[src/design/prd_pkg.sv]
// ----------------------------------------------------------------------------
// Process record deque package
// Shared beat types, command codes and sizing defaults for the deque block.
// ----------------------------------------------------------------------------
package prd_pkg;

  // Sizing defaults handed to the top level.
  localparam int unsigned DepthDefault   = 64;
  localparam int unsigned PidBitsDefault = 16;

  // Fixed field widths of the channel beats.
  localparam int unsigned ModeW    = 3;
  localparam int unsigned PidW     = 16;
  localparam int unsigned PayloadW = 48;
  localparam int unsigned StatusW  = 2;
  localparam int unsigned OccW     = 7;

  // Depth of the command queue between the front and the back; a power of two.
  localparam int unsigned CmdqDepth = 2;

  // Request codes carried in the mode field.
  localparam logic [ModeW-1:0] MODE_PUSH_FRONT = 3'd0;
  localparam logic [ModeW-1:0] MODE_PUSH_BACK  = 3'd1;
  localparam logic [ModeW-1:0] MODE_POP_FRONT  = 3'd2;
  localparam logic [ModeW-1:0] MODE_POP_BACK   = 3'd3;
  localparam logic [ModeW-1:0] MODE_SEARCH     = 3'd4;
  localparam logic [ModeW-1:0] MODE_CLEAR      = 3'd5;

  // Result status codes.
  localparam logic [StatusW-1:0] STATUS_DONE  = 2'd0;
  localparam logic [StatusW-1:0] STATUS_FULL  = 2'd1;
  localparam logic [StatusW-1:0] STATUS_EMPTY = 2'd2;

  // Classified operation handed from the front to the back.
  typedef enum logic [2:0] {
    OP_PUSH_FRONT,
    OP_PUSH_BACK,
    OP_POP_FRONT,
    OP_POP_BACK,
    OP_SEARCH,
    OP_CLEAR,
    OP_NOP
  } op_e;

  // Back end sequencer states.
  typedef enum logic [1:0] {
    ST_IDLE,
    ST_POP,
    ST_SEARCH
  } state_e;

  typedef struct packed {
    logic [ModeW-1:0]    mode;
    logic [PidW-1:0]     record_pid;
    logic [PayloadW-1:0] record_payload;
  } in_beat_t;

  typedef struct packed {
    logic [StatusW-1:0]  status;
    logic [PidW-1:0]     out_pid;
    logic [PayloadW-1:0] out_payload;
    logic                found;
    logic [OccW-1:0]     occupancy;
  } out_beat_t;

  typedef struct packed {
    op_e                 op;
    logic [PidW-1:0]     pid;
    logic [PayloadW-1:0] payload;
  } cmd_t;

endpackage

[src/design/prd_front.sv]
// ----------------------------------------------------------------------------
// Process record deque front end
// Accepts request beats, classifies the mode and holds one command register.
// ----------------------------------------------------------------------------
module prd_front
  import prd_pkg::*;
(
  input  logic     clk_i,
  input  logic     rst_ni,
  input  logic     in_valid_i,
  output logic     in_stall_o,
  input  in_beat_t in_beat_i,
  output logic     cmd_valid_o,
  input  logic     cmd_stall_i,
  output cmd_t     cmd_o
);

  logic valid_d, valid_q;
  cmd_t cmd_d, cmd_q;
  logic load;

  assign in_stall_o = valid_q && cmd_stall_i;
  assign load       = in_valid_i && !in_stall_o;

  // Modes six and seven become no-operation commands.
  always_comb begin
    cmd_d         = cmd_q;
    valid_d       = valid_q;
    if (valid_q && !cmd_stall_i) begin
      valid_d = 1'b0;
    end
    if (load) begin
      valid_d     = 1'b1;
      cmd_d.pid     = in_beat_i.record_pid;
      cmd_d.payload = in_beat_i.record_payload;
      case (in_beat_i.mode)
        MODE_PUSH_FRONT: cmd_d.op = OP_PUSH_FRONT;
        MODE_PUSH_BACK:  cmd_d.op = OP_PUSH_BACK;
        MODE_POP_FRONT:  cmd_d.op = OP_POP_FRONT;
        MODE_POP_BACK:   cmd_d.op = OP_POP_BACK;
        MODE_SEARCH:     cmd_d.op = OP_SEARCH;
        MODE_CLEAR:      cmd_d.op = OP_CLEAR;
        default:         cmd_d.op = OP_NOP;
      endcase
    end
  end

  always_ff @(posedge clk_i or negedge rst_ni) begin
    if (!rst_ni) begin
      valid_q <= 1'b0;
    end else begin
      valid_q <= valid_d;
    end
  end

  always_ff @(posedge clk_i) begin
    cmd_q <= cmd_d;
  end

  assign cmd_valid_o = valid_q;
  assign cmd_o       = cmd_q;

endmodule

[config.mk]
export PLATFORM = sky130hd
export DESIGN_NAME = prd_front
export DESIGN_NICKNAME = d
export VERILOG_FILES = /design/src/design/prd_pkg.sv /design/src/design/prd_front.sv
export SDC_FILE = /design/constraint.sdc
export NUM_CORES = 1
export LEC_CHECK = 0
export BUFFER_PORTS_ARGS = -buffer_cell sky130_fd_sc_hd__buf_2
export CORE_MARGIN = 2
export CORE_UTILIZATION = 46
export CTS_BUF_LIST = sky130_fd_sc_hd__clkbuf_4
export CTS_CLUSTER_SIZE = 28
export DETAILED_ROUTE_END_ITERATION = 10
export GPL_ROUTABILITY_DRIVEN = 0
export PLACE_DENSITY = 0.87
export SLEW_MARGIN = 20
export SYNTH_ARGS = -nofsm -noshare
export SYNTH_HDL_FRONTEND = slang
export SYNTH_SLANG_ARGS = --single-unit
[constraint.sdc]
create_clock -name clk_i -period 5.55 [get_ports clk_i]
set_input_delay 0 -clock clk_i [delete_from_list [all_inputs] [get_ports clk_i]]
set_output_delay 0 -clock clk_i [all_outputs]
set_load 0.05 [all_outputs]
==> metrics.yaml, run 1 <==
outcome: "complete, no violations"
post_cts_resize_count: 0
crit_arrival_ns: 2.27
cts_buffers: 9
layout_setup_ws_ns: 3.33
relSlewSlack_pct: 29.0
start_util_pct: 47.7
endpoint_kind: "flip-flop"
h-tree-depth: 3
p_total_w: 0.00114
maxSlewViolCount: 0
yosysWarningCount: 0
antenna_found_initial: 1
grt.total_usage_pct: 29.8
final_common_cell: "buf_2"
die_width_um: 71.2
root_buffer: "clkbuf_4"
synth_nets: 145
max_stage_delay_ns: 0.86
p_leak_nw: 1.59
hold_viol_final: 0
ir_drop_uv: 217
setup_tns_ns: 0
ys_seq_area_share_pct: 98.1
path_buf_inv: 1
die_y_um: 71.2
final-setup-viol-count: 0
worstMarginPinSlew_ns: 1.06
min_period_ns: 2.22
powerDensity_nw_per_um2: 308
worstPathRequired_ns: 5.60
core-area_sq_um: 4350
final_nets: 365
dp_cells: 264
grt_setup_unrepaired: "false"
syn_inst: 74
grt-ovfl-total: 0
cts_tree: "built"
drv_cap: 0
dieArea_sq_um: 5070
core.rowCount: 24
drc_errors: 0
grt_pass1_wl_um: 10400
fillers: 188
path_class: "flip-flop to flip-flop"
ys_ff_latch: 68
min_period_over_period_pct: 39.9
synth_cell_types: 7
io_buffers: 139
grt_max_degree: 36
route.vias.total: 1708
dp_slack_ns: 3.38
layout.cells.non_filler: 352
cts_sinks: 68
synth_area_sq_um: 2080
final_util_pct: 84.8
synth.area.top_cells: "edfxtp_1 (97%), dfrtp_1 (1.2%), a21boi_2 (0.54%)"
grt_pass1_vias: 1866
yosysTopAreaCell: "edfxtp_1"
cts.clk_slew.worst_paths_ns: 0.12
area_growth_pct: 77.8
cp_cell_sequence: "a21boi_4 -> buf_4"
synth_top_area_share_pct: 96.9
cp-start-kind: "flip-flop"
io-pin-count: 140
cts_max_path_buffers: 2
wirelength_um: 7190
drtAntennaViolNets: 0
holdCritPathClass: "primary input to flip-flop"
fmaxAchievable_ghz: 0.451
cp_max_fo: 35
dr.pass1.iters: 4
drt_iter0_markers: 125
drive_gt1_share_pct: 52.5
synth.avg_cell_area_sq_um: 28.1
final_cell_mix: "buf_2 (139), dlygate4sd3_1 (71), edfxtp_1 (67), clkbuf_4 (11), clkinv_2 (3)"
route.detailed.wl_per_inst_um: 20.4
crit_family: "compound AO/OA/AOI/OAI gates"
vias_per_cell: 4.85
skew_ns: 0.0135
clk_latency_ns: 0.41
cp_slowest_cell: "a21boi_4"
-- synthesized netlist by cell type --
| cell type | number |
|---|---|
| a21o_1 | 1 |
| dfrtp_1 | 1 |
| a21boi_0 | 1 |
| and2_1 | 1 |
| clkbuf_1 | 2 |
| a21boi_2 | 1 |
| edfxtp_1 | 67 |
-- what timing repair did --
| item | CTS | global route |
|---|---|---|
| hold endpoints to repair | 69 | 0 |
| hold buffers | 71 | 0 |
| endpoints found under the setup margin | 0 | 0 |
| setup buffers | 0 | 0 |
-- kinds of logic after synthesis --
| group | count (synthesis) | share of synthesized area [%] |
|---|---|---|
| buf+inv | 2 | 0.362 |
| compound gates | 3 | 1.27 |
| flops | 68 | 98.1 |
| simple gates | 1 | 0.301 |
-- state kept, by name (all words and copies together) (netlist names) --
| name | count |
|---|---|
| cmd_o | 67 |
| cmd_valid_o | 1 |
-- layer usage --
| layer | GRT usage (%) | share of wire (%) |
|---|---|---|
| met3 | 12.7 | 12 |
| met5 | 0 | 0 |
| met1 | 34.5 | 35 |
| met4 | 12.8 | 2.7 |
| met2 | 48.6 | 51 |
-- final cells by class --
cell class / instances / area [sq um] / share of cell area (%)
timing repair buffer: 211 / 1410 / 38.3
sequential: 68 / 2040 / 55.1
multi-input combinational: 4 / 40.0 / 1.08
tap: 52 / 65.1 / 1.76
clock inverter: 5 / 52.6 / 1.42
antenna: 1 / 2.50 / 0.0678
clock buffer: 11 / 82.6 / 2.24
-- power by group --
part / internal, W / switching, W
clock: 0.000146 / 0.000176
combinational: 0.0000697 / 0.000140
sequential: 0.000598 / 0.00000949
-- worst register-to-register path, stage by stage, from the launching register on --
cell	delay (ns)
dfrtp_1	0.45
a21boi_4	0.86
buf_4	0.55
-- stage by stage --
step	hold slack, ns	instance area (sq um)
2_1_floorplan	-0.296	2080
3_3_place_gp	-0.218	2850
3_5_place_dp	-0.221	2850
4_1_cts	0.171	3690
5_1_grt	0.190	3690
6_report	0.187	3690
-- final timing paths --
path                             start           to  slack (ns)  cells after the start
max                        cmd_valid_o     cmd_o[9]        3.33                      2
max in group asynchronous       rst_ni  cmd_valid_o        4.94                      3
min in group asynchronous       rst_ni  cmd_valid_o        0.48                      3
max reg2reg                cmd_valid_o     cmd_o[9]        3.33                      2
min reg2reg                cmd_valid_o     cmd_o[5]        0.93                      1
min                        cmd_stall_i     cmd_o[5]        0.19                      2
No activity file was read; power rests on OpenSTA's default activity.
==> run 2, diff against run 1 <==
Settings changed: ABC_AREA from default to 1, CORE_UTILIZATION 46 to 42, PLACE_DENSITY 0.87 to 0.81.
Clock period 5.55 ns to 2.1 ns, I/O delays scaled along.
==> run 2 against run 1 <==
  * Critical path depth unchanged
  * Combinational power rose to 2.7 times the previous value
  * Routed wire length rose by 0.93%
  * Sequential share of layout area decreased by 1.0 points
  * Cell count is 5.1% higher
  * Largest cell class unchanged
  * Largest power group unchanged
==> metrics.yaml, run 2 <==
synth_top_area_share_pct: 97.0
die_width_um: 74.3
final_cell_mix: "buf_2 (139), dlygate4sd3_1 (71), edfxtp_1 (67), clkbuf_4 (9)"
antenna-diode-count: 0
grt_setup_unrepaired: "false"
worstPathRequired_ns: 2.16
syn_inst: 77
path_class: "flip-flop to flip-flop"
core-area_sq_um: 4750
relSlewSlack_pct: 67.7
min_period_ns: 1.42
cts_tree: "built"
grt_pass1_vias: 1917
yosys-top-cells-count: "edfxtp_1 (67), inv_1 (3), a21oi_1 (2), clkbuf_1 (2), nand2_1 (2)"
fmaxAchievable_ghz: 0.704
cts_buffers: 9
synthAdderAreaFrac_pct: 0
cp-start-kind: "flip-flop"
synth.area.top_cells: "edfxtp_1 (97%), dfrtp_1 (1.2%), inv_1 (0.54%)"
drt_iter0_markers: 139
route.detailed.wl_per_inst_um: 19.6
synth_top_family_by_area: "buffers and inverters"
grt_pass1_wl_um: 10100
switching_share_pct: 27.3
dieArea_sq_um: 5510
die_y_um: 74.3
p_clk_share_pct: 33.5
endpoint_kind: "flip-flop"
skew_ns: 0.00738
dpl.hpwl_um: 3360
synthXorXnorAreaFrac_pct: 0
synth_compound_area_share_pct: 0.483
async_reset_ff_share_pct: 1.47
area_growth_pct: 81.7
wirelength_um: 7260
p_int_w: 0.00236
holdCritPathClass: "primary input to flip-flop"
synth_cell_types: 6
grt-ovfl-total: 0
powerDensity_nw_per_um2: 863
cts_max_path_buffers: 2
final_common_cell: "buf_2"
combinationalPowerShare_pct: 17.2
route.vias.total: 1676
final_util_pct: 79.2
drc_errors: 0
io_buffers: 139
synth_nets: 148
drv_cap: 0
maxSlewViolCount: 0
grt.total_usage_pct: 27.9
drtAntennaViolNets: 0
h-tree-depth: 3
outcome: "complete, no violations"
switchingPower_w: 0.000887
synthMostInstantiatedCell: "edfxtp_1"
crit_arrival_ns: 1.48
synth_edf_count: 67
dp_slack_ns: 0.738
grt_max_degree: 39
yosysWarningCount: 0
yosys.area_share.simple_pct: 0.362
final_nets: 369
synth.avg_cell_area_sq_um: 26.9
yosysTopAreaCell: "edfxtp_1"
synth_area_sq_um: 2070
root_buffer: "clkbuf_4"
core.rowCount: 25
postCtsSetupRepairBufs: 0
worstMarginPinSlew_ns: 0.484
synthFlopType: "edfxtp_1"
clk_latency_ns: 0.41
cts_sinks: 68
hold_viol_final: 0
antenna_found_initial: 0
dr.pass1.iters: 4
layout_setup_ws_ns: 0.680
start_util_pct: 43.6
final-setup-viol-count: 0
cts.clk_slew.worst_paths_ns: 0.11
vias_per_cell: 4.53
cp_max_fo: 38
drive_gt1_share_pct: 52.1
io-pin-count: 140
ys_seq_area_share_pct: 98.2
synth.area.mux_share_pct: 0
p_leak_nw: 1.62
ys_ff_latch: 68
largest_register_ffs: 67
ir_drop_uv: 665
pwr-share-seq_pct: 49.4
min_period_over_period_pct: 67.6
-- run 2: cell count changes in the layout (fill, tap and decap cells not counted), sizes merged --
| cell | change |
|---|---|
| inv | +3 |
| a21boi | -2 |
| a21oi | +2 |
| bufinv | +2 |
| clkbuf | -2 |
| nand2 | +2 |
| a21o | -1 |
| and2 | -1 |
| buf | +1 |
| diode | -1 |
-- run 2: worst max-delay path, stage by stage (launching register included) --
cell	delay, ns
dfrtp_2	0.45
a21oi_4	0.16
buf_4	0.43
-- run 2: path summary, 6_finish.rpt --
kind | startpoint | end | slack, ns | cells past startpoint
setup / recovery | cmd_valid_o | cmd_o[11] | 0.68 | 2
hold / removal | cmd_stall_i | cmd_o[49] | 0.22 | 3
setup reg to reg | cmd_valid_o | cmd_o[11] | 0.68 | 2
hold reg to reg | cmd_valid_o | cmd_o[49] | 0.93 | 2
max in group asynchronous | rst_ni | cmd_valid_o | 1.56 | 3
min in group asynchronous | rst_ni | cmd_valid_o | 0.42 | 3
-- run 2: final cells by class --
cell class / count / area [sq um]
Clock buffer: 9 / 67.6
Tap cell: 67 / 83.8
Fill cell: 264 / 988
Clock inverter: 7 / 115
Timing Repair Buffer: 212 / 1420
Inverter: 3 / 11.3
Multi-Input combinational cell: 4 / 28.8
Sequential cell: 68 / 2040
-- run 2: per-layer routing --
layer,routed length (um),part of all wire (%),vias to the layer above,global-route usage (%)
met5,0,0,-,0
met4,174,2.4,0,11.3
met3,622,8.6,16,9.21
met2,3940,54,124,50.0
met1,2530,35,791,30.5
li1,-,-,745,-
-- run 2: stage by stage --
step	instances	area [sq um]	total power (W)	hold slack, ns	TNS, ns
4_1_cts	370	3770	0.00322	0.217	0
6_report	370	3770	0.00325	0.221	0
5_1_grt	370	3770	0.00333	0.228	0
2_1_floorplan	77	2090	0.00192	-0.296	-1.31
3_5_place_dp	283	2870	0.00206	-0.224	0
3_3_place_gp	283	2870	0.00205	-0.224	0
-- run 2: power by group through the flow --
| stage | Clock [W] | Sequential, W | Combinational [W] |
|---|---|---|---|
| 2_1_floorplan | 0 | 0.00189 | 0.0000345 |
| 3_3_place_gp | 0 | 0.00163 | 0.000428 |
| 3_5_place_dp | 0 | 0.00163 | 0.000435 |
| 4_1_cts | 0.00108 | 0.00160 | 0.000538 |
| 5_1_grt | 0.00114 | 0.00161 | 0.000577 |
| 6_report | 0.00109 | 0.00161 | 0.000558 |
-- run 2: cells by family (layout without fill, tap and decap cells) --
group	count (synthesis)	count (layout)
flip-flops	68	68
AND/OR/NAND/NOR	2	2
buffers and inverters	5	231
AO/OA/AOI/OAI	2	2
-- run 2: repair_timing --
action,4_1_cts,5_1_grt
hold buffers,71,0
setup endpoints to repair,0,0
endpoints found under the hold margin,69,0
resized for setup,0,0
