<file path="config.mk">
export PLATFORM = sky130hd
export DESIGN_NAME = prd_cmd_fifo
export DESIGN_NICKNAME = d
export VERILOG_FILES = /design/src/design/prd_pkg.sv /design/src/design/prd_cmd_fifo.sv
export SDC_FILE = /design/constraint.sdc
export NUM_CORES = 1
export LEC_CHECK = 0
export BUFFER_PORTS_ARGS = -buffer_cell sky130_fd_sc_hd__buf_2
export CORE_MARGIN = 2
export CORE_UTILIZATION = 52
export CTS_CLUSTER_DIAMETER = 60
export DETAILED_ROUTE_END_ITERATION = 8
export GPL_ROUTABILITY_DRIVEN = 0
export PLACE_DENSITY = 0.87
export REMOVE_ABC_BUFFERS = 1
export SYNTH_ARGS = -nofsm -noshare
export SYNTH_HDL_FRONTEND = slang
export SYNTH_SLANG_ARGS = --single-unit
</file>
<file path="constraint.sdc">
create_clock -name clk_i -period 4.69 [get_ports clk_i]
set_input_delay 0.2345 -clock clk_i [delete_from_list [all_inputs] [get_ports clk_i]]
set_output_delay 0.2345 -clock clk_i [all_outputs]
set_load 0.02 [all_outputs]
</file>
<file path="src/design/prd_pkg.sv">
// ----------------------------------------------------------------------------
// Process record deque package
// Shared beat types, command codes and sizing defaults for the deque block.
// ----------------------------------------------------------------------------
package prd_pkg;

  // Sizing defaults handed to the top level.
  localparam int unsigned DepthDefault   = 64;
  localparam int unsigned PidBitsDefault = 16;

  // Fixed field widths of the channel beats.
  localparam int unsigned ModeW    = 3;
  localparam int unsigned PidW     = 16;
  localparam int unsigned PayloadW = 48;
  localparam int unsigned StatusW  = 2;
  localparam int unsigned OccW     = 7;

  // Depth of the command queue between the front and the back; a power of two.
  localparam int unsigned CmdqDepth = 2;

  // Request codes carried in the mode field.
  localparam logic [ModeW-1:0] MODE_PUSH_FRONT = 3'd0;
  localparam logic [ModeW-1:0] MODE_PUSH_BACK  = 3'd1;
  localparam logic [ModeW-1:0] MODE_POP_FRONT  = 3'd2;
  localparam logic [ModeW-1:0] MODE_POP_BACK   = 3'd3;
  localparam logic [ModeW-1:0] MODE_SEARCH     = 3'd4;
  localparam logic [ModeW-1:0] MODE_CLEAR      = 3'd5;

  // Result status codes.
  localparam logic [StatusW-1:0] STATUS_DONE  = 2'd0;
  localparam logic [StatusW-1:0] STATUS_FULL  = 2'd1;
  localparam logic [StatusW-1:0] STATUS_EMPTY = 2'd2;

  // Classified operation handed from the front to the back.
  typedef enum logic [2:0] {
    OP_PUSH_FRONT,
    OP_PUSH_BACK,
    OP_POP_FRONT,
    OP_POP_BACK,
    OP_SEARCH,
    OP_CLEAR,
    OP_NOP
  } op_e;

  // Back end sequencer states.
  typedef enum logic [1:0] {
    ST_IDLE,
    ST_POP,
    ST_SEARCH
  } state_e;

  typedef struct packed {
    logic [ModeW-1:0]    mode;
    logic [PidW-1:0]     record_pid;
    logic [PayloadW-1:0] record_payload;
  } in_beat_t;

  typedef struct packed {
    logic [StatusW-1:0]  status;
    logic [PidW-1:0]     out_pid;
    logic [PayloadW-1:0] out_payload;
    logic                found;
    logic [OccW-1:0]     occupancy;
  } out_beat_t;

  typedef struct packed {
    op_e                 op;
    logic [PidW-1:0]     pid;
    logic [PayloadW-1:0] payload;
  } cmd_t;

endpackage

</file>
<file path="src/design/prd_cmd_fifo.sv">
// ----------------------------------------------------------------------------
// Process record deque command queue
// Short register queue that decouples the front end from the back end.
// ----------------------------------------------------------------------------
module prd_cmd_fifo
  import prd_pkg::*;
(
  input  logic clk_i,
  input  logic rst_ni,
  input  logic wr_valid_i,
  output logic wr_stall_o,
  input  cmd_t wr_cmd_i,
  output logic rd_valid_o,
  input  logic rd_stall_i,
  output cmd_t rd_cmd_o
);

  localparam int unsigned PtrW = (CmdqDepth > 1) ? $clog2(CmdqDepth) : 1;
  localparam int unsigned CntW = $clog2(CmdqDepth + 1);

  cmd_t            slots_q [CmdqDepth];
  logic [PtrW-1:0] wptr_d, wptr_q, rptr_d, rptr_q;
  logic [CntW-1:0] cnt_d, cnt_q;
  logic            push, pop;

  assign wr_stall_o = (cnt_q == CntW'(CmdqDepth));
  assign rd_valid_o = (cnt_q != '0);
  assign rd_cmd_o   = slots_q[rptr_q];
  assign push       = wr_valid_i && !wr_stall_o;
  assign pop        = rd_valid_o && !rd_stall_i;

  always_comb begin
    wptr_d = push ? wptr_q + PtrW'(1) : wptr_q;
    rptr_d = pop ? rptr_q + PtrW'(1) : rptr_q;
    cnt_d  = cnt_q;
    if (push && !pop) begin
      cnt_d = cnt_q + CntW'(1);
    end else if (pop && !push) begin
      cnt_d = cnt_q - CntW'(1);
    end
  end

  always_ff @(posedge clk_i or negedge rst_ni) begin
    if (!rst_ni) begin
      wptr_q <= '0;
      rptr_q <= '0;
      cnt_q  <= '0;
    end else begin
      wptr_q <= wptr_d;
      rptr_q <= rptr_d;
      cnt_q  <= cnt_d;
    end
  end

  always_ff @(posedge clk_i) begin
    if (push) begin
      slots_q[wptr_q] <= wr_cmd_i;
    end
  end

endmodule

</file>
==> flow_metrics.tcl, run 1 <==
set metrics [dict create \
    count_of_endpoints_failing_hold_in_the_final_timing_report 0 \
    count_of_yosys_warnings_during_synthesis 0 \
    detailroute.wirelength.met2_mm 5.56 \
    setup.reg_to_reg.worst_slack_ps 2320 \
    worst_hold_path.endpoint "rptr_q" \
    number_of_iterations_in_the_first_detailed_routing_pass 4 \
    dieArea_um2 10700 \
    hold_path_depth 3 \
    count_of_fill_cells_added_during_filler_insertion 581 \
    hold_path_startpoint "rd_stall_i" \
    critical_path.max_fanout 68 \
    timing.max_cap.violations 0 \
    outcome "completed" \
    globalRouteOverflowTotal 0 \
    totalWireLength_mm 9.96 \
    fin_crit_ps 2450 \
    numPortBuffers 139 \
    vias_per_cell 4.82 \
    tritoncts_num_sinks 138 \
    reg2reg_launch_point "cnt_q[0]" \
    num_vias 2868 \
    clock_tree.htree_level_count 4 \
    insertion_delay_ps 510 \
    cts_buffers 17 \
    cp_data_arrival_time_ps 2220 \
    cp-startpoint "rptr_q" \
    worstMarginPinSlew_ps 1210 \
    initial_antenna_violation_count 0 \
    setup_repair_after_global_routing_missed_its_margin "no" \
    synthDominantCellAreaShare_pct 78.5 \
    ir_worst_vdd_uv 536 \
    io_pins 140 \
    place_hpwl_mm 5.70 \
    fp.dieH_um 103 \
    synthCells 228 \
    final-setup-viol-count 0 \
    rr_endpoint "slots_q[1][58]" \
    drive_gt1_share_pct 51.5 \
    largest_net_degree_at_the_start_of_global_routing 69 \
    syn-mean-instance-area_um2 22.5 \
    ys_types 16 \
    aggregate_negative_setup_slack_ps 0 \
    post_synth_instance_area_um2 5130 \
    power-per-cell-area_nw_per_um2 618 \
    routedWlPerCell_um 16.7 \
    antennaDiodeCount 0 \
    area_growth_pct 39.8 \
    grt_first_pass_wirelength_mm 14.3 \
    startpoint_type "flop" \
    wirelength_met1_mm 3.77 \
    drt-initial-drc-count 153 \
    clk_transition_reported_paths_ps 60 \
    min-delay-path-class "in2reg" \
    report.power.total_mw 4.43 \
    critPathRequiredTime_ps 4460 \
    max-clock-path-buffers 2 \
    grt.total_usage_pct 18.8 \
    synthTopCellsByArea "edfxtp_1 (78%), mux2_2 (10%), mux2_4 (5.9%)" \
    timing.reg2reg.worst_path_depth 3 \
    final-max-slew-violation-count 0 \
    rows 36 \
    static-leakage-power_nw 2.81 \
    maxUsedRoutingLayer "met4" \
    route.detailed.drc 0 \
    slew-limit-headroom_pct 19.6 \
    layout.nets 521 \
    ys_seq_area_share_pct 80.4 \
    grt_pass1_vias 2997 \
    count_of_antenna_violating_nets_left_after_detailed_routing 0 \
    skew_ps 10.2 \
    postSynthRegisterBits 138 \
    met3_length_um 562 \
    core_um2 9680 \
    start_util_pct 52.9 \
    timing.critical_path.to_type "primary output" \
    synth_top_cell_by_area "edfxtp_1" \
    finalCritPeriodShare_pct 52.3 \
    setup.worst_path.class "reg2out" \
    max_freq_mhz 408 \
    die-width_um 103 \
    clock-root-buffer "clkbuf_8" \
    cts_tree "yes" \
]
layout by cell type (no fill, tap or decap):
cell / Yosys / final
mux2_4: 20 / 20
and3_2: 0 / 1
clkinv_2: 0 / 5
xor2_1: 2 / 2
clkbuf_8: 0 / 1
nand2_1: 1 / 1
buf_4: 0 / 3
nor2_4: 0 / 1
or2_2: 1 / 1
inv_1: 2 / 2
clkinv_4: 0 / 1
bufinv_16: 0 / 2
nor2_1: 2 / 1
xnor2_1: 3 / 3
buf_2: 4 / 139
clkbuf_16: 0 / 16
ha_1: 1 / 1
clkbuf_1: 0 / 5
edfxtp_1: 134 / 134
clkinv_1: 0 / 2
mux2_2: 47 / 47
dfrtp_1: 4 / 3
dlygate4sd3_1: 0 / 68
nand2b_1: 2 / 2
dfrtp_4: 0 / 1
per-stage QoR:
step                      utilization (%)  hold WS, ps  setup slack [ps]  cell area, um2  std cells
after floorplan                         -        -61.1               775            5050        220
after global placement               61.4         42.4              2420            5950        495
after detailed placement             61.4         50.9              2300            5950        495
after CTS                            74.0         18.0              2200            7170        595
after global routing                 74.0         58.1              2130            7170        595
final                                74.0         59.3              2240            7170        595
cell type report:
type                       count  area (um2)  area share [%]
clock buffer                  22         433            6.04
clock inverter                10         101            1.41
sequential                   138        4130            57.6
tap                          133         166            2.32
multi-input combinational     80         931            13.0
inverter                       2        7.51           0.105
timing repair buffer         210        1400            19.5
where the power goes:
part	switching [mW]	leakage, nW	internal, mW
Combinational	0.725	1.25	0.606
Clock	0.457	0.265	0.748
Sequential	0.199	1.29	1.69
cell families (layout without fill, tap and decap cells):
kind of cell | count (synthesis) | in the layout | share of synthesized area (%)
DFF | 138 | 138 | 80.4
muxes | 67 | 67 | 16.2
buffers and inverters | 10 | 244 | 1.56
and+or+nand+nor | 7 | 7 | 0.708
xor gates and xnor gates | 5 | 5 | 0.854
adders and majority gates | 1 | 1 | 0.244
synthesized netlist by cell type (all sizes together):
cell type	count
edfxtp	134
mux2	67
buf	8
dfrtp	4
xnor2	3
inv	2
nand2b	2
nor2	2
xor2	2
and3	1
ha	1
nand2	1
or2	1
worst max-delay path: stages (launching register included):
cell	delay (ps)
dfrtp_4	1080
mux2_2	430
buf_2	160
layer usage:
metal / vias to the layer above / GRT usage (%)
met5: - / 0
met4: 0 / 8.10
met3: 6 / 6.05
met2: 115 / 34.4
met1: 1407 / 19.8
li1: 1340 / -
what timing repair did:
action                                 CTS  global route
endpoints found under the hold margin  138             0
buffers inserted                         0             0
resized for setup                        0             0
hold buffers                            68             0
how the worst max path moves through the flow:
stage                     end  cells after the start
4_1_cts          rd_cmd_o[39]                      2
5_1_grt           rd_cmd_o[6]                      2
3_3_place_gp   slots_q[1][58]                      3
3_5_place_dp   slots_q[1][19]                      3
6_report          rd_cmd_o[6]                      2
2_1_floorplan   slots_q[0][0]                      3
sequential cells by signal (all words and copies together), names as in the netlist:
name     cells
slots_q    134
cnt_q        2
rptr_q       1
wptr_q       1
No activity file was read; power rests on OpenSTA's default activity.
==> run 2: changes to the inputs <==
Settings changed: ABC_AREA from default to 1, CORE_UTILIZATION 52 to 47, PLACE_DENSITY 0.87 to 0.84.
Clock period 4.69 ns to 2.1 ns, I/O delays scaled along.
==> run 2 against run 1 <==
- sequential share of layout area is 0.44 points lower
- hold slack better by 260 ps
- combinational power grew to 2.6 times the previous value
- synthesized cell count is 68% higher
- global-route usage is 0.53 points lower
- core utilization is 6.8 points lower
- setup slack worse by 1900 ps
- non-clock buffer count is 6 higher
- flip-flop and latch count stayed put
- area after synthesis is 0.27% lower
- critical endpoint is now rd_cmd_o[49]
- largest power group unchanged
==> flow_metrics.tcl, run 2 <==
set metrics [dict create \
    fp.dieH_um 108 \
    grt_first_pass_wirelength_mm 15.9 \
    edff_count_synth 134 \
    min-delay-path-class "in2reg" \
    max-clock-path-buffers 2 \
    fin_crit_ps 1790 \
    numPortBuffers 139 \
    largest_register_ffs 134 \
    postSynthRegisterBits 138 \
    report.power.total_mw 10.2 \
    count_of_antenna_violating_nets_left_after_detailed_routing 0 \
    critical_path.max_fanout 36 \
    power_report.internal_total_mw 6.56 \
    final-max-slew-violation-count 0 \
    ys_seq_area_share_pct 80.7 \
    power.combinational.fraction_pct 34.2 \
    power-per-cell-area_nw_per_um2 1410 \
    timing.critical_path.to_type "primary output" \
    globalRouteOverflowTotal 0 \
    rows 38 \
    clockPowerShare_pct 27.2 \
    cts_buffers 17 \
    layout.nets 675 \
    core_util_final_pct 67.2 \
    critPathMostFrequentCell "nand2_1" \
    synthDominantCellAreaShare_pct 78.7 \
    clock_tree.htree_level_count 4 \
    num_vias 3532 \
    worst_case_setup_slack_after_placement_ps 527 \
    timing.max_cap.violations 0 \
    io_pins 140 \
    clk_transition_reported_paths_ps 60 \
    grt.total_usage_pct 18.3 \
    crit_buf_inv 3 \
    drt-initial-drc-count 204 \
    mostFrequentLayoutCell "nand2_1" \
    aggregate_negative_setup_slack_ps 0 \
    synth.cells.most_frequent "nand2_1 (212), edfxtp_1 (134), buf_2 (9), inv_1 (8)" \
    initial_antenna_violation_count 0 \
    largest_net_degree_at_the_start_of_global_routing 68 \
    worstMarginPinSlew_ps 526 \
    startpoint_type "flop" \
    grt_pass1_vias 3442 \
    power.sequential.fraction_pct 38.6 \
    cp_slowest_stage_delay_ps 410 \
    finalCritPeriodShare_pct 85.1 \
    cp_cell_sequence "inv_2, buf_4, nand2_1, nand2_1, buf_2" \
    post_cts.resized_instances 0 \
    die-width_um 108 \
    vias_per_cell 4.69 \
    skew_ps 9.11 \
    registers.top_by_ff_count "slots_q" \
    core_um2 10700 \
    final_cell_mix "nand2_1 (212), buf_2 (139), edfxtp_1 (134)" \
    count_of_endpoints_failing_hold_in_the_final_timing_report 0 \
    syn-mean-instance-area_um2 13.3 \
    setup.worst_path.class "reg2out" \
    cp_data_arrival_time_ps 1680 \
    tritoncts_num_sinks 138 \
    antennaDiodeCount 0 \
    post_synth_instance_area_um2 5110 \
    synth_top_cell_by_area "edfxtp_1" \
    area_growth_pct 41.2 \
    routedWlPerCell_um 14.0 \
    post-route-worst-setup-slack_ps 314 \
    synthArstFlopShare_pct 2.90 \
    insertion_delay_ps 510 \
    critPathRequiredTime_ps 2000 \
    max_freq_mhz 560 \
    dieArea_um2 11700 \
    slew-limit-headroom_pct 64.6 \
    synthCells 383 \
    place_inst 653 \
    reg.largest.list "slots_q: 134 flops, cnt_q: 2 flops" \
    synth_ff_type "edfxtp_1" \
    number_of_iterations_in_the_first_detailed_routing_pass 4 \
    final-setup-viol-count 0 \
    start_util_pct 47.6 \
    count_of_yosys_warnings_during_synthesis 0 \
    synthTopCellsByArea "edfxtp_1 (79%), nand2_1 (16%), dfrtp_1 (2.0%)" \
    yosysMostFrequentCell "nand2_1" \
    drive_gt1_share_pct 28.4 \
    count_of_non_filler_cells_in_the_finished_layout 753 \
    ir_worst_vdd_uv 821 \
    setup_repair_after_global_routing_missed_its_margin "no" \
    power.switching_fraction_pct 35.4 \
    totalWireLength_mm 10.5 \
    ys_types 14 \
    outcome "completed" \
    cts_tree "yes" \
    netSwitchingPower_mw 3.60 \
    route.detailed.drc 0 \
    crit_slowest_cell "dfrtp_2" \
    clock-root-buffer "clkbuf_8" \
    static-leakage-power_nw 3.14 \
    critPathTopFamily "buffers and inverters" \
    place_hpwl_mm 5.99 \
    count_of_fill_cells_added_during_filler_insertion 735 \
]
run 2: path summary, 6_finish.rpt:
path | start | cells after the start | endpoint | slack (ps)
worst max-delay path | rptr_q | 5 | rd_cmd_o[49] | 310
worst min-delay path | wr_cmd_i[60] | 2 | slots_q[1][60] | 310
worst max register to register | cnt_q[1] | 6 | slots_q[0][41] | 500
worst min register to register | cnt_q[1] | 2 | cnt_q[1] | 490
max in group asynchronous | rst_ni | 3 | rptr_q | 1420
min in group asynchronous | rst_ni | 3 | cnt_q[1] | 490
run 2: timing repair:
item                      in CTS  in global routing
setup buffers                  0                  0
hold buffers                  71                  0
hold endpoints to repair     140                  0
run 2: logic make-up (layout without fill, tap and decap cells):
family / after synthesis / count (layout) / synth area share, %
fa+ha+maj: 1 / 1 / 0.245
flops: 138 / 138 / 80.7
compound gates: 1 / 1 / 0.0978
buf+inv: 24 / 254 / 2.72
simple gates: 218 / 218 / 16.1
xor+xnor: 1 / 1 / 0.171
run 2: final cells by class:
| class | count | area, um2 | area share (%) |
|---|---|---|---|
| timing repair buffer | 216 | 1480 | 20.5 |
| clock inverter | 11 | 131 | 1.82 |
| clock buffer | 18 | 418 | 5.79 |
| sequential | 138 | 4130 | 57.2 |
| multi-input combinational | 221 | 857 | 11.9 |
| tap | 140 | 175 | 2.43 |
| inverter | 9 | 33.8 | 0.468 |
run 2: power groups by stage:
stage                     Sequential (mW)  Clock, mW  Combinational, mW
after floorplan                      4.09          0               2.02
after global placement               3.94          0               3.31
after CTS                            3.92       2.82               3.50
after detailed placement             3.97          0               3.38
after global routing                 3.96       2.94               3.82
final                                3.92       2.76               3.48
run 2: routing by layer:
metal	vias up	wire, um	track usage, %
met2	119	5690	32.2
met1	1672	4120	20.1
met5	-	0	0
met4	0	236	9.89
li1	1718	-	-
met3	23	480	4.88
run 2: stage by stage:
step | area (um2) | hold slack, ps
detailed placement | 5960 | -84.4
finish | 7220 | 314
global route | 7220 | 300
CTS | 7220 | 288
floorplan | 5010 | -191
global placement | 5960 | -82.6
