[src/design/prd_pkg.sv]
// ----------------------------------------------------------------------------
// Process record deque package
// Shared beat types, command codes and sizing defaults for the deque block.
// ----------------------------------------------------------------------------
package prd_pkg;

  // Sizing defaults handed to the top level.
  localparam int unsigned DepthDefault   = 64;
  localparam int unsigned PidBitsDefault = 16;

  // Fixed field widths of the channel beats.
  localparam int unsigned ModeW    = 3;
  localparam int unsigned PidW     = 16;
  localparam int unsigned PayloadW = 48;
  localparam int unsigned StatusW  = 2;
  localparam int unsigned OccW     = 7;

  // Depth of the command queue between the front and the back; a power of two.
  localparam int unsigned CmdqDepth = 2;

  // Request codes carried in the mode field.
  localparam logic [ModeW-1:0] MODE_PUSH_FRONT = 3'd0;
  localparam logic [ModeW-1:0] MODE_PUSH_BACK  = 3'd1;
  localparam logic [ModeW-1:0] MODE_POP_FRONT  = 3'd2;
  localparam logic [ModeW-1:0] MODE_POP_BACK   = 3'd3;
  localparam logic [ModeW-1:0] MODE_SEARCH     = 3'd4;
  localparam logic [ModeW-1:0] MODE_CLEAR      = 3'd5;

  // Result status codes.
  localparam logic [StatusW-1:0] STATUS_DONE  = 2'd0;
  localparam logic [StatusW-1:0] STATUS_FULL  = 2'd1;
  localparam logic [StatusW-1:0] STATUS_EMPTY = 2'd2;

  // Classified operation handed from the front to the back.
  typedef enum logic [2:0] {
    OP_PUSH_FRONT,
    OP_PUSH_BACK,
    OP_POP_FRONT,
    OP_POP_BACK,
    OP_SEARCH,
    OP_CLEAR,
    OP_NOP
  } op_e;

  // Back end sequencer states.
  typedef enum logic [1:0] {
    ST_IDLE,
    ST_POP,
    ST_SEARCH
  } state_e;

  typedef struct packed {
    logic [ModeW-1:0]    mode;
    logic [PidW-1:0]     record_pid;
    logic [PayloadW-1:0] record_payload;
  } in_beat_t;

  typedef struct packed {
    logic [StatusW-1:0]  status;
    logic [PidW-1:0]     out_pid;
    logic [PayloadW-1:0] out_payload;
    logic                found;
    logic [OccW-1:0]     occupancy;
  } out_beat_t;

  typedef struct packed {
    op_e                 op;
    logic [PidW-1:0]     pid;
    logic [PayloadW-1:0] payload;
  } cmd_t;

endpackage

[src/design/prd_back.sv]
// ----------------------------------------------------------------------------
// Process record deque back end
// Ring store, head and count registers, search scan and the result register.
// ----------------------------------------------------------------------------
module prd_back
  import prd_pkg::*;
#(
  parameter int unsigned DEPTH    = DepthDefault,
  parameter int unsigned PID_BITS = PidBitsDefault
) (
  input  logic      clk_i,
  input  logic      rst_ni,
  input  logic      cmd_valid_i,
  output logic      cmd_stall_o,
  input  cmd_t      cmd_i,
  output logic      out_valid_o,
  input  logic      out_stall_i,
  output out_beat_t out_beat_o
);

  localparam int unsigned IdxW = (DEPTH > 1) ? $clog2(DEPTH) : 1;
  localparam int unsigned CntW = $clog2(DEPTH + 1);
  localparam int unsigned MemW = PID_BITS + PayloadW;
  localparam logic [IdxW:0]   DepthIdx = (IdxW + 1)'(DEPTH);
  localparam logic [CntW-1:0] DepthCnt = CntW'(DEPTH);
  localparam logic [IdxW-1:0] LastIdx  = IdxW'(DEPTH - 1);

  // Ring position at a given offset from the head; both are below DEPTH.
  function automatic logic [IdxW-1:0] ring_pos(input logic [IdxW-1:0] head,
                                               input logic [IdxW-1:0] off);
    logic [IdxW:0] sum;
    sum = {1'b0, head} + {1'b0, off};
    if (sum >= DepthIdx) begin
      sum = sum - DepthIdx;
    end
    return sum[IdxW-1:0];
  endfunction

  logic [MemW-1:0]     mem [DEPTH];
  logic [MemW-1:0]     rdata_q;

  state_e              state_d, state_q;
  logic [IdxW-1:0]     head_d, head_q;
  logic [CntW-1:0]     count_d, count_q;
  logic [CntW-1:0]     idx_d, idx_q;
  logic                rd_valid_d, rd_valid_q;
  logic [PID_BITS-1:0] key_d, key_q;
  logic                out_valid_d, out_valid_q;
  out_beat_t           out_beat_d, out_beat_q;

  logic                out_free, is_empty, is_full, needs_wait, accept;
  logic                hit, exhausted, finish;
  logic                we, re;
  logic [IdxW-1:0]     waddr, raddr;
  logic [IdxW-1:0]     head_prev;
  logic [PID_BITS-1:0] rd_pid;
  out_beat_t           res;

  assign out_free  = !out_valid_q || !out_stall_i;
  assign is_empty  = (count_q == '0);
  assign is_full   = (count_q == DepthCnt);
  assign head_prev = (head_q == '0) ? LastIdx : head_q - IdxW'(1);
  assign rd_pid    = rdata_q[MemW-1:PayloadW];

  // Non-empty pops and searches finish in a later cycle, so they may enter
  // while an older result still waits; everything else finishes at once.
  assign needs_wait = !is_empty &&
                      ((cmd_i.op == OP_POP_FRONT) || (cmd_i.op == OP_POP_BACK) ||
                       (cmd_i.op == OP_SEARCH));
  assign cmd_stall_o = !((state_q == ST_IDLE) && (needs_wait || out_free));
  assign accept      = cmd_valid_i && !cmd_stall_o;

  assign hit       = rd_valid_q && (rd_pid == key_q);
  assign exhausted = rd_valid_q && (idx_q == count_q);

  // Next state.
  always_comb begin
    state_d = state_q;
    case (state_q)
      ST_IDLE: begin
        if (accept && needs_wait) begin
          state_d = (cmd_i.op == OP_SEARCH) ? ST_SEARCH : ST_POP;
        end
      end
      ST_POP: begin
        if (out_free) begin
          state_d = ST_IDLE;
        end
      end
      ST_SEARCH: begin
        if ((hit || exhausted) && out_free) begin
          state_d = ST_IDLE;
        end
      end
      default: state_d = ST_IDLE;
    endcase
  end

  // Datapath and result.
  always_comb begin
    head_d     = head_q;
    count_d    = count_q;
    idx_d      = idx_q;
    rd_valid_d = rd_valid_q;
    key_d      = key_q;
    we         = 1'b0;
    re         = 1'b0;
    waddr      = head_q;
    raddr      = head_q;
    finish     = 1'b0;
    res        = '0;
    case (state_q)
      ST_IDLE: begin
        if (accept) begin
          finish = !needs_wait;
          case (cmd_i.op)
            OP_PUSH_FRONT: begin
              if (is_full) begin
                res.status = STATUS_FULL;
              end else begin
                we      = 1'b1;
                waddr   = head_prev;
                head_d  = head_prev;
                count_d = count_q + CntW'(1);
              end
            end
            OP_PUSH_BACK: begin
              if (is_full) begin
                res.status = STATUS_FULL;
              end else begin
                we      = 1'b1;
                waddr   = ring_pos(head_q, count_q[IdxW-1:0]);
                count_d = count_q + CntW'(1);
              end
            end
            OP_POP_FRONT: begin
              if (is_empty) begin
                res.status = STATUS_EMPTY;
              end else begin
                re      = 1'b1;
                raddr   = head_q;
                head_d  = ring_pos(head_q, IdxW'(1));
                count_d = count_q - CntW'(1);
              end
            end
            OP_POP_BACK: begin
              if (is_empty) begin
                res.status = STATUS_EMPTY;
              end else begin
                re      = 1'b1;
                raddr   = ring_pos(head_q, IdxW'(count_q - CntW'(1)));
                count_d = count_q - CntW'(1);
              end
            end
            OP_SEARCH: begin
              idx_d      = '0;
              rd_valid_d = 1'b0;
              key_d      = PID_BITS'(cmd_i.pid);
            end
            OP_CLEAR: begin
              head_d  = '0;
              count_d = '0;
            end
            default: begin
            end
          endcase
        end
      end
      ST_POP: begin
        finish          = out_free;
        res.out_pid     = PidW'(rd_pid);
        res.out_payload = rdata_q[PayloadW-1:0];
      end
      ST_SEARCH: begin
        if (hit || exhausted) begin
          finish    = out_free;
          res.found = hit;
        end else begin
          re         = 1'b1;
          raddr      = ring_pos(head_q, idx_q[IdxW-1:0]);
          idx_d      = idx_q + CntW'(1);
          rd_valid_d = 1'b1;
        end
      end
      default: begin
      end
    endcase
    res.occupancy = OccW'(count_d);

    out_beat_d  = finish ? res : out_beat_q;
    out_valid_d = finish || (out_valid_q && out_stall_i);
  end

  always_ff @(posedge clk_i or negedge rst_ni) begin
    if (!rst_ni) begin
      state_q     <= ST_IDLE;
      head_q      <= '0;
      count_q     <= '0;
      idx_q       <= '0;
      rd_valid_q  <= 1'b0;
      out_valid_q <= 1'b0;
    end else begin
      state_q     <= state_d;
      head_q      <= head_d;
      count_q     <= count_d;
      idx_q       <= idx_d;
      rd_valid_q  <= rd_valid_d;
      out_valid_q <= out_valid_d;
    end
  end

  always_ff @(posedge clk_i) begin
    key_q      <= key_d;
    out_beat_q <= out_beat_d;
  end

  // Ring store: one write port, one registered read port.
  always_ff @(posedge clk_i) begin
    if (we) begin
      mem[waddr] <= {PID_BITS'(cmd_i.pid), cmd_i.payload};
    end
    if (re) begin
      rdata_q <= mem[raddr];
    end
  end

  assign out_valid_o = out_valid_q;
  assign out_beat_o  = out_beat_q;

endmodule

[config.mk]
export PLATFORM = sky130hd
export DESIGN_NAME = prd_back
export DESIGN_NICKNAME = d
export VERILOG_FILES = /design/src/design/prd_pkg.sv /design/src/design/prd_back.sv
export SDC_FILE = /design/constraint.sdc
export NUM_CORES = 2
export LEC_CHECK = 0
export ABC_CLOCK_PERIOD_IN_PS = 6200
export BUFFER_PORTS_ARGS = -buffer_cell sky130_fd_sc_hd__buf_2
export CAP_MARGIN = 20
export CORE_AREA = 5 5 598 600
export DETAILED_ROUTE_END_ITERATION = 6
export DIE_AREA = 0 0 603 605
export GPL_TIMING_DRIVEN = 0
export PLACE_DENSITY = 0.6
export SYNTH_ARGS = -nofsm -noshare
export SYNTH_HDL_FRONTEND = slang
export SYNTH_SLANG_ARGS = --single-unit
[constraint.sdc]
create_clock -name clk_i -period 6.2 [get_ports clk_i]
set_clock_uncertainty 0.05 [all_clocks]
set_input_delay 0.93 -clock clk_i [delete_from_list [all_inputs] [get_ports clk_i]]
set_output_delay 0.93 -clock clk_i [all_outputs]
set_load 0.01 [all_outputs]
==> results_tabular.tex <==
\begin{tabular}{lr}
\hline
Metric & Value \\
\hline
\multicolumn{2}{l}{\textbf{Outcome}} \\
\quad Outcome & complete, but fails checks \\
\quad Failing checks & setup timing \\
\multicolumn{2}{l}{\textbf{Detailed routing}} \\
\quad Initial DRT Pass Iterations & 6 \\
\quad Vias post-DR & 96,200 \\
\quad Remaining design rule violation count & 0 \\
\quad Via-to-Cell Ratio & 6.30 \\
\quad Antenna-violating nets left & 0 \\
\quad 1st-iter DRT viols & 14,600 \\
\quad Wire length per cell after detailed routing & 35.0 um \\
\quad Final Routed Wirelength & 534 mm \\
\multicolumn{2}{l}{\textbf{Synthesis}} \\
\quad Sequential fraction of the synthesis area & 0.779 \\
\quad Post-synth top flop & edfxtp\_1 \\
\quad Main area contributors after synthesis & edfxtp\_1, mux4\_2, nand2\_1 \\
\quad Count of state elements after synthesis & 4,274 \\
\quad Fraction of synthesized cell area taken by the top area cell type & 0.775 \\
\quad Total nets after synthesis & 9,431 \\
\quad Synthesized cell area & 165,000 um\^{}2 \\
\quad Syn. warnings & 0 \\
\quad Cell type contributing the most total cell area after synthesis & edfxtp\_1 \\
\quad Commonest cells in the netlist & edfxtp\_1, nand2\_1, nand3\_1, mux4\_2, a22oi\_1 \\
\quad Most frequent cell after synthesis & edfxtp\_1 \\
\quad Post-synth cell types & 74 \\
\quad Post-synth EDFFs & 4,250 \\
\quad Mean post-synth cell area & 17.6 um\^{}2 \\
\quad Asr flop ratio synth & 0.00562 \\
\quad Cells after Synth & 9,336 \\
\multicolumn{2}{l}{\textbf{Finish}} \\
\quad Number of fillers in the final layout & 27,100 \\
\quad Finished Cell Area & 192,000 um\^{}2 \\
\quad Fraction of final layout cells with drive strength greater than 1 & 0.187 \\
\quad Post-Layout Cell Count & 15,300 \\
\quad Synthesis-to-finish area growth & 16.6\% \\
\quad End-of-flow core utilization & 0.546 \\
\quad Final net count & 10,300 \\
\multicolumn{2}{l}{\textbf{Pwr}} \\
\quad Power Density & 565 nW/um\^{}2 \\
\quad Total power of the final layout & 108 mW \\
\quad Internal Pwr Total & 63.1 mW \\
\quad Leakage power of the design & 62.3 nW \\
\quad Worst IR Drop VDD & 0.688 mV \\
\quad Switching power total & 45.4 mW \\
\quad Clock network fraction of total power & 0.238 \\
\quad Switching part of the total & 0.418 \\
\quad Sequential fraction of design power & 0.305 \\
\quad Combinational cell fraction of total power & 0.457 \\
\multicolumn{2}{l}{\textbf{Worst setup path}} \\
\quad Path type of the worst setup path & reg2reg \\
\quad Largest fanout on the critical path & 10 \\
\quad Crit path launch type & flip-flop \\
\quad Critical Path Slowest Stage Cell & clkbuf\_1 \\
\quad Highest cell delay on the worst timing path & 0.83 ns \\
\quad Delay-heaviest family, CP & buffers and inverters \\
\quad Critical Path AT & 7.00 ns \\
\quad Nature of the critical path endpoint & flip-flop \\
\quad Cells along the critical path & xor2\_2 -> nor4\_4 -> buf\_12 -> nand2\_1 -> o41ai\_4 -> a211o\_1 -> buf\_2 -> clkbuf\_1 -> clkbuf\_1 -> clkbuf\_1 -> nand2\_1 -> nand3\_1 -> nand3\_1 -> nand3\_1 -> or3\_1 \\
\quad Critical path buffers and inverters & 5 \\
\quad Data required time at the worst endpoint & 6.92 ns \\
\multicolumn{2}{l}{\textbf{Clock network}} \\
\quad Buffer type at the clock tree root & clkbuf\_16 \\
\quad H-tree depth reported by CTS & 5 \\
\quad Clock tree from TritonCTS & done \\
\quad Longest Clk Path Bufs & 4 \\
\quad Clk\_lat worst skew & 0.98 ns \\
\quad Clock transition at the register clock pins on the worst setup and hold paths after CTS & 0.06 ns \\
\quad Number of CTS-inserted buffers & 431 \\
\quad Number of sinks handled by clock tree synthesis & 4,274 \\
\multicolumn{2}{l}{\textbf{GRT}} \\
\quad Maximum number of pins on one net before global-route repair & 66 \\
\quad Grt met1 use & 0.387 \\
\quad GR Util met2 & 0.438 \\
\quad Gr ovfl total & 0 \\
\quad Global-route track usage on met3 & 0.0793 \\
\quad Most crowded layer after global routing & met2 \\
\quad Wire length of the first global-routing pass & 737 mm \\
\quad Via count of the first global-routing pass & 92,900 \\
\quad Total Routing Usage GR & 0.289 \\
\quad Number of antenna violations at the first check in global routing & 62 \\
\multicolumn{2}{l}{\textbf{STA}} \\
\quad Final cycle utilization of the critical path & 1.01 \\
\quad Remaining max-slew budget at the tightest pin & 0.176 \\
\quad Slew at the pin closest to its max-slew limit & 1.24 ns \\
\quad RSZ-0062 raised after global routing & yes \\
\quad Setup ws final & -0.0788 ns \\
\quad Fmax & 0.159 GHz \\
\quad WHS & 0.212 ns \\
\quad Final-report setup violation count & 8 \\
\quad Final Hold Vio Count & 0 \\
\quad Final critical path time including I/O delays and setup & 6.28 ns \\
\quad Final-report max-slew violation count & 0 \\
\multicolumn{2}{l}{\textbf{Placement}} \\
\quad Quantity of I/O buffers inserted on ports & 144 \\
\quad Final weighted congestion in routability-driven placement & 0.901 \\
\quad Placed inst area & 177,000 um\^{}2 \\
\quad Cell total after placement & 14,300 \\
\quad Half-perimeter wire length of the detailed placement result & 383 mm \\
\multicolumn{2}{l}{\textbf{Floorplan}} \\
\quad Io pins & 147 \\
\quad Num rows & 218 \\
\quad X dimension of the die & 603 um \\
\quad Die footprint & 365,000 um\^{}2 \\
\quad Starting Density & 0.468 \\
\quad Overall die height & 605 um \\
\quad Area of the core & 352,000 um\^{}2 \\
\multicolumn{2}{l}{\textbf{Min path}} \\
\quad Hold WC Path Type & in2reg \\
\multicolumn{2}{l}{\textbf{Job}} \\
\quad Number of max-cap violations & 0 \\
\hline
\end{tabular}
==> worst paths after layout <==
check / startpoint / endpoint / slack, ns / depth (start not counted)
setup / recovery: rdata_q[63] / rdata_q[4] / -0.08 / 15
hold / removal: cmd_i[60] / mem[26][60] / 0.21 / 1
setup reg to reg: rdata_q[63] / rdata_q[4] / -0.08 / 15
hold reg to reg: idx_q[6] / idx_q[6] / 0.50 / 1
max in group asynchronous: rst_ni / head_q[1] / 5.17 / 2
min in group asynchronous: rst_ni / state_q[1] / 0.48 / 2
==> power groups by stage <==
stage / logic, mW / clock network (mW) / registers (mW)
5_1_grt: 51.6 / 27.3 / 33.1
3_5_place_dp: 48.4 / 0 / 33.7
2_1_floorplan: 26.6 / 0 / 33.7
3_3_place_gp: 46.7 / 0 / 33.8
6_report: 49.5 / 25.8 / 33.1
4_1_cts: 48.6 / 26.0 / 33.1
==> cell usage in the layout (no fill, tap or decap), types with 23 or more instances in the layout <==
cell type | netlist | final
nand3_1 | 830 | 829
o21ai_0 | 51 | 50
dfrtp_1 | 24 | 24
a22oi_1 | 329 | 329
and3_1 | 77 | 77
edfxtp_1 | 4250 | 4250
a21oi_1 | 251 | 248
or3_1 | 56 | 56
buf_1 | 52 | 47
mux2i_1 | 44 | 44
inv_1 | 66 | 66
buf_4 | 7 | 45
a311oi_1 | 49 | 49
buf_2 | 191 | 311
xnor2_1 | 25 | 23
a211oi_1 | 55 | 55
a32oi_1 | 85 | 85
buf_16 | 0 | 37
clkbuf_1 | 323 | 390
nand2_1 | 1466 | 1465
clkinv_2 | 0 | 77
a31oi_1 | 104 | 103
clkbuf_16 | 0 | 435
diode_2 | 0 | 65
nor2_1 | 124 | 57
nor2_4 | 0 | 67
buf_12 | 0 | 212
clkinv_1 | 1 | 118
bufinv_16 | 0 | 45
buf_8 | 0 | 28
mux4_2 | 600 | 600
nand4_1 | 27 | 27
o2111ai_1 | 58 | 58
==> kinds of logic after synthesis <==
| family | count (synthesis) | share of synthesized area |
|---|---|---|
| flops | 4274 | 0.779 |
| simple gates | 2659 | 0.0711 |
| compound gates | 1047 | 0.0443 |
| buf+inv | 650 | 0.0169 |
| mux | 644 | 0.0848 |
| xor+xnor | 38 | 0.00202 |
| fa+ha+maj | 24 | 0.00196 |
==> flip-flops by register name, indices dropped and copies added, names as in the netlist <==
register,cells
out_beat_o,74
out_valid_o,1
idx_q,7
head_q,6
count_q,7
rdata_q,64
state_q,2
key_q,16
mem,4096
rd_valid_q,1
==> per-stage QoR <==
stage / setup slack (ns) / setup TNS [ns]
after floorplan: -0.419 / -1123.33
after global placement: -6.34 / -
after detailed placement: -1.14 / -62.71
after CTS: 0.00758 / 0
after global routing: -0.138 / -4.63
final: -0.0788 / -0.298
==> per-layer routing <==
metal / share of wire / vias to the layer above
met3: 0.12 / 1291
met5: 0.00080 / -
met1: 0.37 / 49800
li1: - / 39100
met2: 0.45 / 5988
met4: 0.061 / 60
==> cell type report <==
class	instances	area, um^2	share of cell area
diodes	65	163	0.000848
plain buffers	579	2620	0.0136
clock buffers	523	11200	0.0585
clock inverters	276	2700	0.0141
inverters	67	251	0.00131
multi-input cells	4412	34300	0.179
flip-flops and latches	4274	128000	0.668
well taps	4620	5780	0.0301
repair buffers	450	6640	0.0346
==> what timing repair did <==
action                                  CTS  global route
pin swaps                                 2            11
hold endpoints to repair                 24             0
hold buffers                              1             0
gates resized for setup                  38            28
endpoints found under the setup margin   64           449
buffers inserted                          2            29
No activity file was read; power rests on OpenSTA's default activity.
